==> config.mk <==
export PLATFORM = sky130hd
export DESIGN_NAME = lpht_ram
export DESIGN_NICKNAME = d
export VERILOG_FILES = /design/src/sv/lpht_ram.sv
export SDC_FILE = /design/constraint.sdc
export NUM_CORES = 1
export LEC_CHECK = 0
export BUFFER_PORTS_ARGS = -buffer_cell sky130_fd_sc_hd__buf_2
export CAP_MARGIN = 20
export CORE_AREA = 5 5 110 81
export CTS_BUF_LIST = sky130_fd_sc_hd__clkbuf_4 sky130_fd_sc_hd__clkbuf_8
export DETAILED_ROUTE_END_ITERATION = 16
export DIE_AREA = 0 0 115 86
export MAX_ROUTING_LAYER = met4
export PLACE_DENSITY = 0.9
export REMOVE_ABC_BUFFERS = 1
export SLEW_MARGIN = 20
export SYNTH_ARGS = -nofsm -noshare
export SYNTH_HDL_FRONTEND = slang
export SYNTH_SLANG_ARGS = --single-unit
==> constraint.sdc <==
create_clock -name clk_i -period 4.8 [get_ports clk_i]
set_input_delay 0.96 -clock clk_i [delete_from_list [all_inputs] [get_ports clk_i]]
set_output_delay 0.96 -clock clk_i [all_outputs]
set_load 0.1 [all_outputs]
==> src/sv/lpht_ram.sv <==
// ----------------------------------------------------------------------------
// lpht_ram
// Generic single write port, single read port RAM with registered read.
// ----------------------------------------------------------------------------
module lpht_ram #(
  parameter int unsigned WIDTH = 8,
  parameter int unsigned DEPTH = 16
) (
  input  logic                     clk_i,
  input  logic                     we_i,
  input  logic [$clog2(DEPTH)-1:0] waddr_i,
  input  logic [WIDTH-1:0]         wdata_i,
  input  logic [$clog2(DEPTH)-1:0] raddr_i,
  output logic [WIDTH-1:0]         rdata_o
);

  logic [WIDTH-1:0] mem_q [DEPTH];
  logic [WIDTH-1:0] rdata_q;

  always_ff @(posedge clk_i) begin
    if (we_i) begin
      mem_q[waddr_i] <= wdata_i;
    end
    rdata_q <= mem_q[raddr_i];
  end

  assign rdata_o = rdata_q;

endmodule

==> impl_metrics.json <==
{
  "finalWirelength_mm": 9.87,
  "p_seq_frac": 0.547,
  "max_freq_mhz": 435,
  "ys_types": 19,
  "wl_met3_um": 852,
  "grt_pass1_wl_mm": 14.8,
  "cts.repair.resized": 0,
  "place_ws_ns": 1.84,
  "cts_buffers": 17,
  "worst_ep_arrival_time_ns": 2.60,
  "end_kind": "flip-flop",
  "power_frac_clock": 0.381,
  "final_common_cell": "edfxtp_1",
  "antenna_cells": 0,
  "drive_above_1_share": 0.282,
  "wl_met1_mm": 4.11,
  "power.leakage_nw": 1.93,
  "clock_path_buffers": 2,
  "crit_type": "input pin to flip-flop",
  "timing.rr.start": "mem_q[9][3]",
  "syn_area_per_cell_sq_um": 22.5,
  "numClockSinks": 136,
  "hold_buffers": 0,
  "fin_tns_setup_ns": 0,
  "post-cts-setup-buffer-count": 0,
  "timing.hold.worst.start": "mem_q[7][1]",
  "status": "finished clean",
  "cts_tree": "built",
  "grt_max_degree": 33,
  "start_util": 0.668,
  "holdWs_ns": 0.678,
  "die_w_um": 115,
  "final_cell_mix": "128 x edfxtp_1, 25 x buf_2, 18 x mux4_2",
  "portBuffers": 25,
  "ant_nets": 0,
  "firstDrtPassIters": 4,
  "multi_input_area_sq_um": 1060,
  "switchingPower_w": 0.000539,
  "hpwl_mm": 6.05,
  "final_max_slew_viol_count": 0,
  "power_density_nw_per_um2": 425,
  "setup_viol": 0,
  "ys_seq_elements": 136,
  "ir_drop_mv": 0.417,
  "yosysWarnings": 0,
  "path_clk_slew_ns": 0.07,
  "cp-start-kind": "input pin",
  "first_global_vias": 2558,
  "finalWorstSetupSlack_ns": 2.50,
  "skew_ns": 0.00892,
  "syn2layout_area_growth_pct": 11.8,
  "routed.top_layer": "met4",
  "track_usage": 0.225,
  "fp-row-count": 27,
  "tightest_slew_ns": 0.981,
  "wl_met2_mm": 4.84,
  "via_per_inst": 6.39,
  "clk_latency_ns": 0.43,
  "num_vias": 2436,
  "min_period_over_period": 0.478,
  "crit_path_start": "raddr_i[0]",
  "crit_path_max_fanout": 18,
  "rsz0062_at_grt": "false",
  "combPwrFrac": 0.072,
  "die_h_um": 86,
  "worstPathRequired_ns": 5.11,
  "nNetsFinal": 285,
  "io_pins": 26,
  "p_sw_frac": 0.220,
  "seq_area_frac_synth": 0.778,
  "p_int_w": 0.00190,
  "grt_overflow": 0,
  "nFillCells": 419,
  "seq_area_sq_um": 4000,
  "gp_congestion": 0.745,
  "die_area_sq_um": 9890,
  "placeableCoreArea_sq_um": 7700,
  "synthCells": 229,
  "maxCapViolCount": 0,
  "relSlewSlack": 0.344,
  "dr.first_iter.drc_count": 242,
  "hold_path_class": "flip-flop to flip-flop",
  "cts_htree_levels": 4,
  "wl_per_cell_um": 25.9,
  "drcViolationCount": 0,
  "cts-root-buf": "clkbuf_8",
  "syn_area_sq_um": 5150,
  "final_util": 0.747,
  "finalHoldViolCount": 0,
  "antenna_found_initial": 0,
  "period_needed_ns": 2.30
}
-- area by class of cell --
cell class | count | area share
clock buffers | 21 | 0.0459
clock inverters | 11 | 0.0226
multi-input cells | 83 | 0.185
flip-flops and latches | 136 | 0.696
well taps | 101 | 0.0220
repair buffers | 29 | 0.0291
-- power groups by stage --
stage                     registers (W)  logic [W]  clock network [W]
after floorplan                 0.00142  0.0000532                  0
after global placement          0.00136   0.000166                  0
after detailed placement        0.00136   0.000173                  0
after CTS                       0.00134   0.000174           0.000940
after global routing            0.00134   0.000184            0.00100
final                           0.00134   0.000176           0.000932
-- final timing paths --
check                                  end  slack [ns]  cells after the start
worst min register to register  rdata_o[1]        0.68                      3
worst min-delay path            rdata_o[1]        0.68                      3
worst max register to register  rdata_o[3]        3.39                      3
worst max-delay path            rdata_o[3]        2.50                      5
-- critical path, stage by stage --
cell,delay (ns)
buf_2,0.39
buf_12,0.25
mux4_1,0.62
a22oi_1,0.26
nand2_1,0.10
-- state kept, by name, indices dropped and copies added, names as in the netlist --
name	count
rdata_o	8
mem_q	128
-- logic make-up (layout without fill, tap and decap cells) --
logic type             Yosys count  after routing  synth area share
multiplexers                    32             32             0.150
AND/OR/NAND/NOR                 35             35            0.0318
AO/OA/AOI/OAI                   16             16            0.0233
flip-flops                     136            136             0.778
buffers and inverters           10             61            0.0168
-- synth_stat cells (all sizes together) --
cell,number,area [sq um]
or3b,1,8.76
a22oi,16,120
clkdlybuf4s25,3,30.0
and2,1,6.26
nand2b,2,12.5
buf,7,56.3
edfxtp,128,3840
nand3,1,5.00
nand2,9,33.8
nor2,13,48.8
nand3b,2,15.0
nor3,4,20.0
and2b,1,7.51
dfxtp,8,160
mux4,32,773
nor2b,1,6.26
-- metrics by stage --
| stage | power (W) | std cells | instance area [sq um] |
|---|---|---|---|
| after global routing | 0.00252 | 381 | 5750 |
| final | 0.00244 | 381 | 5750 |
| after global placement | 0.00153 | 348 | 5340 |
| after CTS | 0.00245 | 380 | 5730 |
| after floorplan | 0.00147 | 219 | 5060 |
| after detailed placement | 0.00153 | 348 | 5340 |
-- per-layer routing --
layer / track usage / vias to the layer above
met3: 0.0705 / 10
met2: 0.339 / 130
met5: - / -
met4: 0.0554 / 0
met1: 0.306 / 1249
li1: - / 1047
Power figures use the tool's default switching activity.
