[config.mk]
export PLATFORM = sky130hd
export DESIGN_NAME = lpht_ctrl
export DESIGN_NICKNAME = d
export VERILOG_FILES = /design/src/sv/lpht_pkg.sv /design/src/sv/lpht_ctrl.sv
export SDC_FILE = /design/constraint.sdc
export NUM_CORES = 1
export LEC_CHECK = 0
export ABC_AREA = 1
export ABC_CLOCK_PERIOD_IN_PS = 3900
export BUFFER_PORTS_ARGS = -buffer_cell sky130_fd_sc_hd__buf_4
export CAP_MARGIN = 20
export CORE_AREA = 8 8 216 218
export DETAILED_ROUTE_END_ITERATION = 12
export DIE_AREA = 0 0 224 226
export GPL_TIMING_DRIVEN = 0
export HOLD_SLACK_MARGIN = 0.05
export SLEW_MARGIN = 5
export SYNTH_ARGS = -nofsm -noshare
export SYNTH_HDL_FRONTEND = slang
export SYNTH_SLANG_ARGS = --single-unit
[constraint.sdc]
create_clock -name clk_i -period 3.9 [get_ports clk_i]
set_input_delay 0.39 -clock clk_i [delete_from_list [all_inputs] [get_ports clk_i]]
set_output_delay 0.39 -clock clk_i [all_outputs]
set_load 0.02 [all_outputs]
[src/sv/lpht_pkg.sv]
// ----------------------------------------------------------------------------
// lpht_pkg
// Shared types and constants of the linear probing hash table unit.
// ----------------------------------------------------------------------------
package lpht_pkg;

  // table geometry; the slot count is a power of two so the home slot is
  // the low bits of the hash and the probe address wraps naturally
  localparam int unsigned SLOT_COUNT  = 1024;
  localparam int unsigned IDX_W       = $clog2(SLOT_COUNT);
  localparam int unsigned KEY_BITS    = 64;
  localparam int unsigned VALUE_BITS  = 64;
  localparam int unsigned KV_W        = KEY_BITS + VALUE_BITS;

  // port widths
  localparam int unsigned KIND_W      = 2;
  localparam int unsigned HASH_W      = 64;
  localparam int unsigned KEY_W       = 64;
  localparam int unsigned VAL_W       = 64;
  localparam int unsigned SLOT_IDX_W  = 10;
  localparam int unsigned PROBE_W     = 11;

  localparam logic [PROBE_W-1:0] MAX_PROBES_RST = PROBE_W'(64);

  typedef enum logic [KIND_W-1:0] {
    KIND_GET    = 2'd0,
    KIND_PUT    = 2'd1,
    KIND_REMOVE = 2'd2
  } kind_e;

  typedef enum logic [1:0] {
    SLOT_EMPTY   = 2'd0,
    SLOT_USED    = 2'd1,
    SLOT_DELETED = 2'd2
  } slot_e;

  typedef enum logic [1:0] {
    FSM_CLEAR,
    FSM_IDLE,
    FSM_READ,
    FSM_EVAL
  } fsm_e;

  // requests from the sequencer to the slot memories
  typedef struct packed {
    logic             st_we;
    logic             kv_we;
    logic [IDX_W-1:0] waddr;
    logic [IDX_W-1:0] raddr;
    logic [1:0]       st_wdata;
    logic [KV_W-1:0]  kv_wdata;
  } mem_req_t;

endpackage

[src/sv/lpht_ctrl.sv]
// ----------------------------------------------------------------------------
// lpht_ctrl
// Probe sequencer: clears the slot states, walks the probe window one slot
// at a time through the shared key compare, and registers the result word.
// ----------------------------------------------------------------------------
module lpht_ctrl (
  input  logic                                clk_i,
  input  logic                                rst_ni,
  input  logic                                cfg_valid_i,
  output logic                                cfg_ready_o,
  input  logic [lpht_pkg::PROBE_W-1:0]        max_probes_i,
  input  logic                                in_valid_i,
  output logic                                in_ready_o,
  input  logic [lpht_pkg::KIND_W-1:0]         kind_i,
  input  logic [lpht_pkg::HASH_W-1:0]         key_hash_i,
  input  logic [lpht_pkg::KEY_W-1:0]          key_i,
  input  logic [lpht_pkg::VAL_W-1:0]          value_in_i,
  output logic                                out_valid_o,
  input  logic                                out_ready_i,
  output logic                                status_o,
  output logic [lpht_pkg::VAL_W-1:0]          value_out_o,
  output logic [lpht_pkg::SLOT_IDX_W-1:0]     slot_index_o,
  output lpht_pkg::mem_req_t                  mem_req_o,
  input  logic [1:0]                          st_rdata_i,
  input  logic [lpht_pkg::KV_W-1:0]           kv_rdata_i
);

  lpht_pkg::fsm_e                       state_q, state_d;
  logic [lpht_pkg::IDX_W-1:0]           addr_q, addr_d;
  logic [lpht_pkg::PROBE_W-1:0]         cnt_q, cnt_d;
  logic [lpht_pkg::PROBE_W-1:0]         max_probes_q, max_probes_d;
  logic [lpht_pkg::KIND_W-1:0]          kind_q, kind_d;
  logic [lpht_pkg::KEY_BITS-1:0]        key_q, key_d;
  logic [lpht_pkg::VALUE_BITS-1:0]      val_q, val_d;
  logic                                 out_valid_q, out_valid_d;
  logic                                 status_q, status_d;
  logic [lpht_pkg::VAL_W-1:0]           value_out_q, value_out_d;
  logic [lpht_pkg::SLOT_IDX_W-1:0]      slot_index_q, slot_index_d;

  logic key_eq;
  logic last_probe;
  logic out_free;
  logic resolved;
  logic hit;

  assign key_eq     = kv_rdata_i[lpht_pkg::KV_W-1:lpht_pkg::VALUE_BITS] == key_q;
  assign last_probe = (cnt_q + lpht_pkg::PROBE_W'(1)) == max_probes_q;
  assign out_free   = !out_valid_q || out_ready_i;

  // examine the slot just read
  always_comb begin
    resolved = 1'b0;
    hit      = 1'b0;
    if (max_probes_q == '0) begin
      resolved = 1'b1;
    end else begin
      unique case (kind_q)
        lpht_pkg::KIND_GET, lpht_pkg::KIND_REMOVE: begin
          if (st_rdata_i == lpht_pkg::SLOT_EMPTY) begin
            resolved = 1'b1;
          end else if (st_rdata_i == lpht_pkg::SLOT_USED && key_eq) begin
            resolved = 1'b1;
            hit      = 1'b1;
          end
        end
        lpht_pkg::KIND_PUT: begin
          if (st_rdata_i == lpht_pkg::SLOT_EMPTY || st_rdata_i == lpht_pkg::SLOT_DELETED) begin
            resolved = 1'b1;
            hit      = 1'b1;
          end
        end
        default: resolved = 1'b1;
      endcase
      if (!resolved && last_probe) begin
        resolved = 1'b1;
      end
    end
  end

  always_comb begin
    state_d      = state_q;
    addr_d       = addr_q;
    cnt_d        = cnt_q;
    max_probes_d = max_probes_q;
    kind_d       = kind_q;
    key_d        = key_q;
    val_d        = val_q;
    out_valid_d  = out_valid_q && !out_ready_i;
    status_d     = status_q;
    value_out_d  = value_out_q;
    slot_index_d = slot_index_q;
    in_ready_o   = 1'b0;

    mem_req_o          = '0;
    mem_req_o.raddr    = addr_q;
    mem_req_o.waddr    = addr_q;
    mem_req_o.kv_wdata = {key_q, val_q};

    if (cfg_valid_i) begin
      max_probes_d = max_probes_i;
    end

    unique case (state_q)
      lpht_pkg::FSM_CLEAR: begin
        mem_req_o.st_we    = 1'b1;
        mem_req_o.st_wdata = lpht_pkg::SLOT_EMPTY;
        addr_d             = addr_q + lpht_pkg::IDX_W'(1);
        if (addr_q == lpht_pkg::IDX_W'(lpht_pkg::SLOT_COUNT - 1)) begin
          state_d = lpht_pkg::FSM_IDLE;
        end
      end
      lpht_pkg::FSM_IDLE: begin
        in_ready_o = 1'b1;
        if (in_valid_i) begin
          addr_d  = key_hash_i[lpht_pkg::IDX_W-1:0];
          cnt_d   = '0;
          kind_d  = kind_i;
          key_d   = key_i[lpht_pkg::KEY_BITS-1:0];
          val_d   = value_in_i[lpht_pkg::VALUE_BITS-1:0];
          state_d = lpht_pkg::FSM_READ;
        end
      end
      lpht_pkg::FSM_READ: begin
        state_d = lpht_pkg::FSM_EVAL;
      end
      lpht_pkg::FSM_EVAL: begin
        if (!resolved) begin
          addr_d  = addr_q + lpht_pkg::IDX_W'(1);
          cnt_d   = cnt_q + lpht_pkg::PROBE_W'(1);
          state_d = lpht_pkg::FSM_READ;
        end else if (out_free) begin
          // finish: commit the slot update together with the result word
          out_valid_d  = 1'b1;
          status_d     = !hit;
          value_out_d  = '0;
          slot_index_d = '0;
          if (hit) begin
            slot_index_d = lpht_pkg::SLOT_IDX_W'(addr_q);
            unique case (kind_q)
              lpht_pkg::KIND_GET: begin
                value_out_d = lpht_pkg::VAL_W'(kv_rdata_i[lpht_pkg::VALUE_BITS-1:0]);
              end
              lpht_pkg::KIND_PUT: begin
                mem_req_o.st_we    = 1'b1;
                mem_req_o.kv_we    = 1'b1;
                mem_req_o.st_wdata = lpht_pkg::SLOT_USED;
              end
              lpht_pkg::KIND_REMOVE: begin
                mem_req_o.st_we    = 1'b1;
                mem_req_o.st_wdata = lpht_pkg::SLOT_DELETED;
              end
              default: ;
            endcase
          end
          state_d = lpht_pkg::FSM_IDLE;
        end
        // result register still full: hold here, same slot is reread
      end
      default: state_d = lpht_pkg::FSM_IDLE;
    endcase
  end

  always_ff @(posedge clk_i or negedge rst_ni) begin
    if (!rst_ni) begin
      state_q      <= lpht_pkg::FSM_CLEAR;
      addr_q       <= '0;
      cnt_q        <= '0;
      max_probes_q <= lpht_pkg::MAX_PROBES_RST;
      kind_q       <= '0;
      out_valid_q  <= 1'b0;
    end else begin
      state_q      <= state_d;
      addr_q       <= addr_d;
      cnt_q        <= cnt_d;
      max_probes_q <= max_probes_d;
      kind_q       <= kind_d;
      out_valid_q  <= out_valid_d;
    end
  end

  always_ff @(posedge clk_i) begin
    key_q        <= key_d;
    val_q        <= val_d;
    status_q     <= status_d;
    value_out_q  <= value_out_d;
    slot_index_q <= slot_index_d;
  end

  assign cfg_ready_o  = 1'b1;
  assign out_valid_o  = out_valid_q;
  assign status_o     = status_q;
  assign value_out_o  = value_out_q;
  assign slot_index_o = slot_index_q;

endmodule

==> run metrics <==
outcome complete, no violations; ANT nets after route 0; clock sinks 240; Yosys warnings 0; worst skew pair latency around 0.56 ns; Mapped Cells about 990; critical path data arrival time 3.06 ns; Max stage delay on crit path 0.42 ns; Synth Area in Adders 1.42%; synth unique cells 39; TritonCTS buffer count 29; final hold slack about 0.083 ns; ys async rst share between 10% and 20%; share of post-route cells with drive strength above 1 37.2%; Least-Margin Pin Slew about 0.81 ns; Syn-to-layout area delta 66.7%; DIE AREA 50,600 sq um; cell chain of the critical path inv_1 > ha_1 > inv_1 > nand2_1 > nand2_1 > nor2_1 > nand2_1 > nor2_1 > nand2_1 > nor2_1 > nand3_1 > nand2_1 > nand3_2 > inv_2 > nand4_1 > a21oi_1 > buf_4; initial antenna violation count 8; startpoint class of the critical path flip-flop; clock root buffer clkbuf_16; sequential share of the synthesized area 66.2%; final period utilization 88.6%; TritonCTS clock tree built; CP required between 3 and 4 ns; Min-Delay Path Depth 3; clock tree buffer depth 3; vias in the first global route between 9,000 and 10,000; simple-gate share of the synthesized area 17.5%; most common cell after layout, fill and taps aside buf_4; IO Count 570; final WL 41,500 um; power per cell area 336 nW/um^2; Main synth FF type edfxtp_1; worst clock skew approximately 0.026 ns; Peak VDD IR 0.373 mV; chip width 224 um; setup repair after global routing missed its margin no; largest family of logic cells by synthesized area simple AND/OR/NAND/NOR gates; mux contribution to synthesized area less than 1%; slowest CP cell dfrtp_1; final instance area 17,700 sq um; CP dominant cell by count nand2_1; Reg clk slew, reported paths roughly 0.060 ns; number of synthesized flops with an enable pin 203; Max Clk Rate 0.290 GHz; type of the most critical hold path input port to flip-flop; largest net degree at the start of global routing 39; Worst Hold Endpoint max_probes_q[3]$_DFFE_PN0P_; Final Slew Violations 0; most frequent cells in the layout buf_4 (525), nand2_1 (216), edfxtp_1 (203); Post-Synth XOR/XNOR Area roughly 1.6%; Post-Syn Nets 1,346; Starting Density 24.4%; RR Endpoint value_out_o[17]$_SDFFCE_PN0P_; GP Congestion 0.876; synthesized area 10,600 sq um; R2R cell count 16; site row count 77; drt first pass iters 5; final hold viol count 0; H-tree depth 1; max_slew headroom between 40% and 50%; CP max FO 4; worst min-delay path startpoint max_probes_i[3]; core box area 43,500 sq um; total track usage between 10% and 20%; # setup viols final 0; Via Count around 9,000; grt ovf 0; Final Critical Period 3.45 ns; internal reg-to-reg setup slack 0.97 ns; Reg-to-Reg Start kind_q[1]$_DFFE_PN0P_; flops & latches, synth 240; Vias/cell 4.01; Area after DPL 15,300 sq um; syn_area_per_cell 10.7 sq um; max cap viols 0; WL/cell approximately 18 um; critical path class flip-flop to output pin; number of remaining DRC errors 0; # nets final 2,037; Synth Area in Compound Gates between 3 and 4%; wire length of the first global-routing pass around 60,000 um; die height around 230 um; leakage power slightly above 8 nW; DP HPWL 33,100 um; I/O Buffers about 510; initial DRC count 459; CP Capture Type output pin
[sequential cells by signal (all words and copies together) (netlist names)]
register      cells
addr_q           10
val_q            64
state_q           2
status_o          1
slot_index_o     10
kind_q            2
cnt_q            11
out_valid_o       1
max_probes_q     11
key_q            64
value_out_o      64
[timing repair]
action / in CTS / in global routing
endpoints found under the setup margin: 3 / 1
buffers inserted: 1 / 0
hold endpoints to repair: 176 / 0
pin swaps: 1 / 0
resized for setup: 0 / 1
hold buffers: 141 / 0
[synthesized netlist by cell type (2+ instances only)]
cell / count / area (sq um)
mux2i_1: 3 / 30.0
nor2_1: 144 / 541
edfxtp_1: 203 / 6100
nor3_1: 5 / 25.0
nand3_1: 36 / 180
xnor2_1: 12 / 105
buf_4: 11 / 82.6
dfrtp_1: 36 / 901
nor2_2: 6 / 37.5
buf_6: 9 / 101
nor2_4: 4 / 45.0
a21oi_2: 3 / 26.3
xor2_1: 7 / 61.3
inv_1: 187 / 702
nand2_1: 216 / 811
nand3_2: 5 / 50.1
o21ai_2: 18 / 158
mux2_2: 2 / 22.5
ha_1: 12 / 150
clkbuf_1: 5 / 18.8
a21oi_1: 4 / 20.0
nand2_2: 5 / 31.3
nand2_4: 4 / 45.0
nand4_1: 6 / 37.5
o21ai_0: 34 / 170
o22ai_1: 4 / 25.0
[kinds of logic after synthesis]
logic type,after synthesis
buffers and inverters,216
multiplexers,5
other,1
XOR/XNOR,19
AO/OA/AOI/OAI,65
AND/OR/NAND/NOR,436
adder cells (fa/ha/maj),12
flip-flops,240
[stage by stage]
step / std cells / TNS [ns] / utilization, % / worst slack (ns) / power [W]
3_5_place_dp: 2104 / 0 / 35.2 / 0.461 / 0.00318
5_1_grt: 2305 / 0 / 40.7 / 0.0664 / 0.00614
2_1_floorplan: 994 / 0 / - / 0.308 / 0.00292
3_3_place_gp: 2099 / -91.40 / 35.0 / -0.711 / 0.00318
6_report: 2305 / 0 / 40.7 / 0.446 / 0.00594
4_1_cts: 2300 / 0 / 40.7 / 0.217 / 0.00603
[power breakdown]
part | switching (W) | internal [W]
clock network | 0.00108 | 0.00161
logic | 0.000154 | 0.000308
registers | 0.00000824 | 0.00278
[layer usage]
metal	up-vias	part of all wire [%]	GRT usage, %
li1	4557	-	-
met1	4224	39	17.7
met2	393	48	26.8
met3	70	9.6	5.96
met4	6	3.0	5.03
met5	-	0.084	0
[worst max path at each step]
stage	from	end	slack, ns
floorplan	cnt_q[0]$_DFFE_PN0P_	mem_req_o[129]	0.31
global placement	kind_q[0]$_DFFE_PN0P_	mem_req_o[150]	-0.71
detailed placement	kind_q[1]$_DFFE_PN0P_	mem_req_o[150]	0.46
CTS	kind_q[1]$_DFFE_PN0P_	mem_req_o[151]	0.22
global route	kind_q[1]$_DFFE_PN0P_	mem_req_o[151]	0.07
finish	kind_q[1]$_DFFE_PN0P_	mem_req_o[151]	0.45
[worst max-delay path, delay by kind of cell, from the launching register on]
kind                       cells  cell delay (ns)
AOI/OAI and AO/OA              1             0.19
adders and majority gates      1             0.23
buffers and inverters          4             0.51
DFF                            1             0.42
and+or+nand+nor               11             1.18
[layout make-up]
class / count / area [sq um]
multi-input combinational: 538 / 2640
fill: 4161 / 25800
inverter: 188 / 709
antenna: 5 / 12.5
sequential: 240 / 7020
timing repair buffer: 660 / 5370
clock inverter: 13 / 154
tap: 592 / 741
buffer: 28 / 241
clock buffer: 41 / 791
Power figures use the tool's default switching activity.
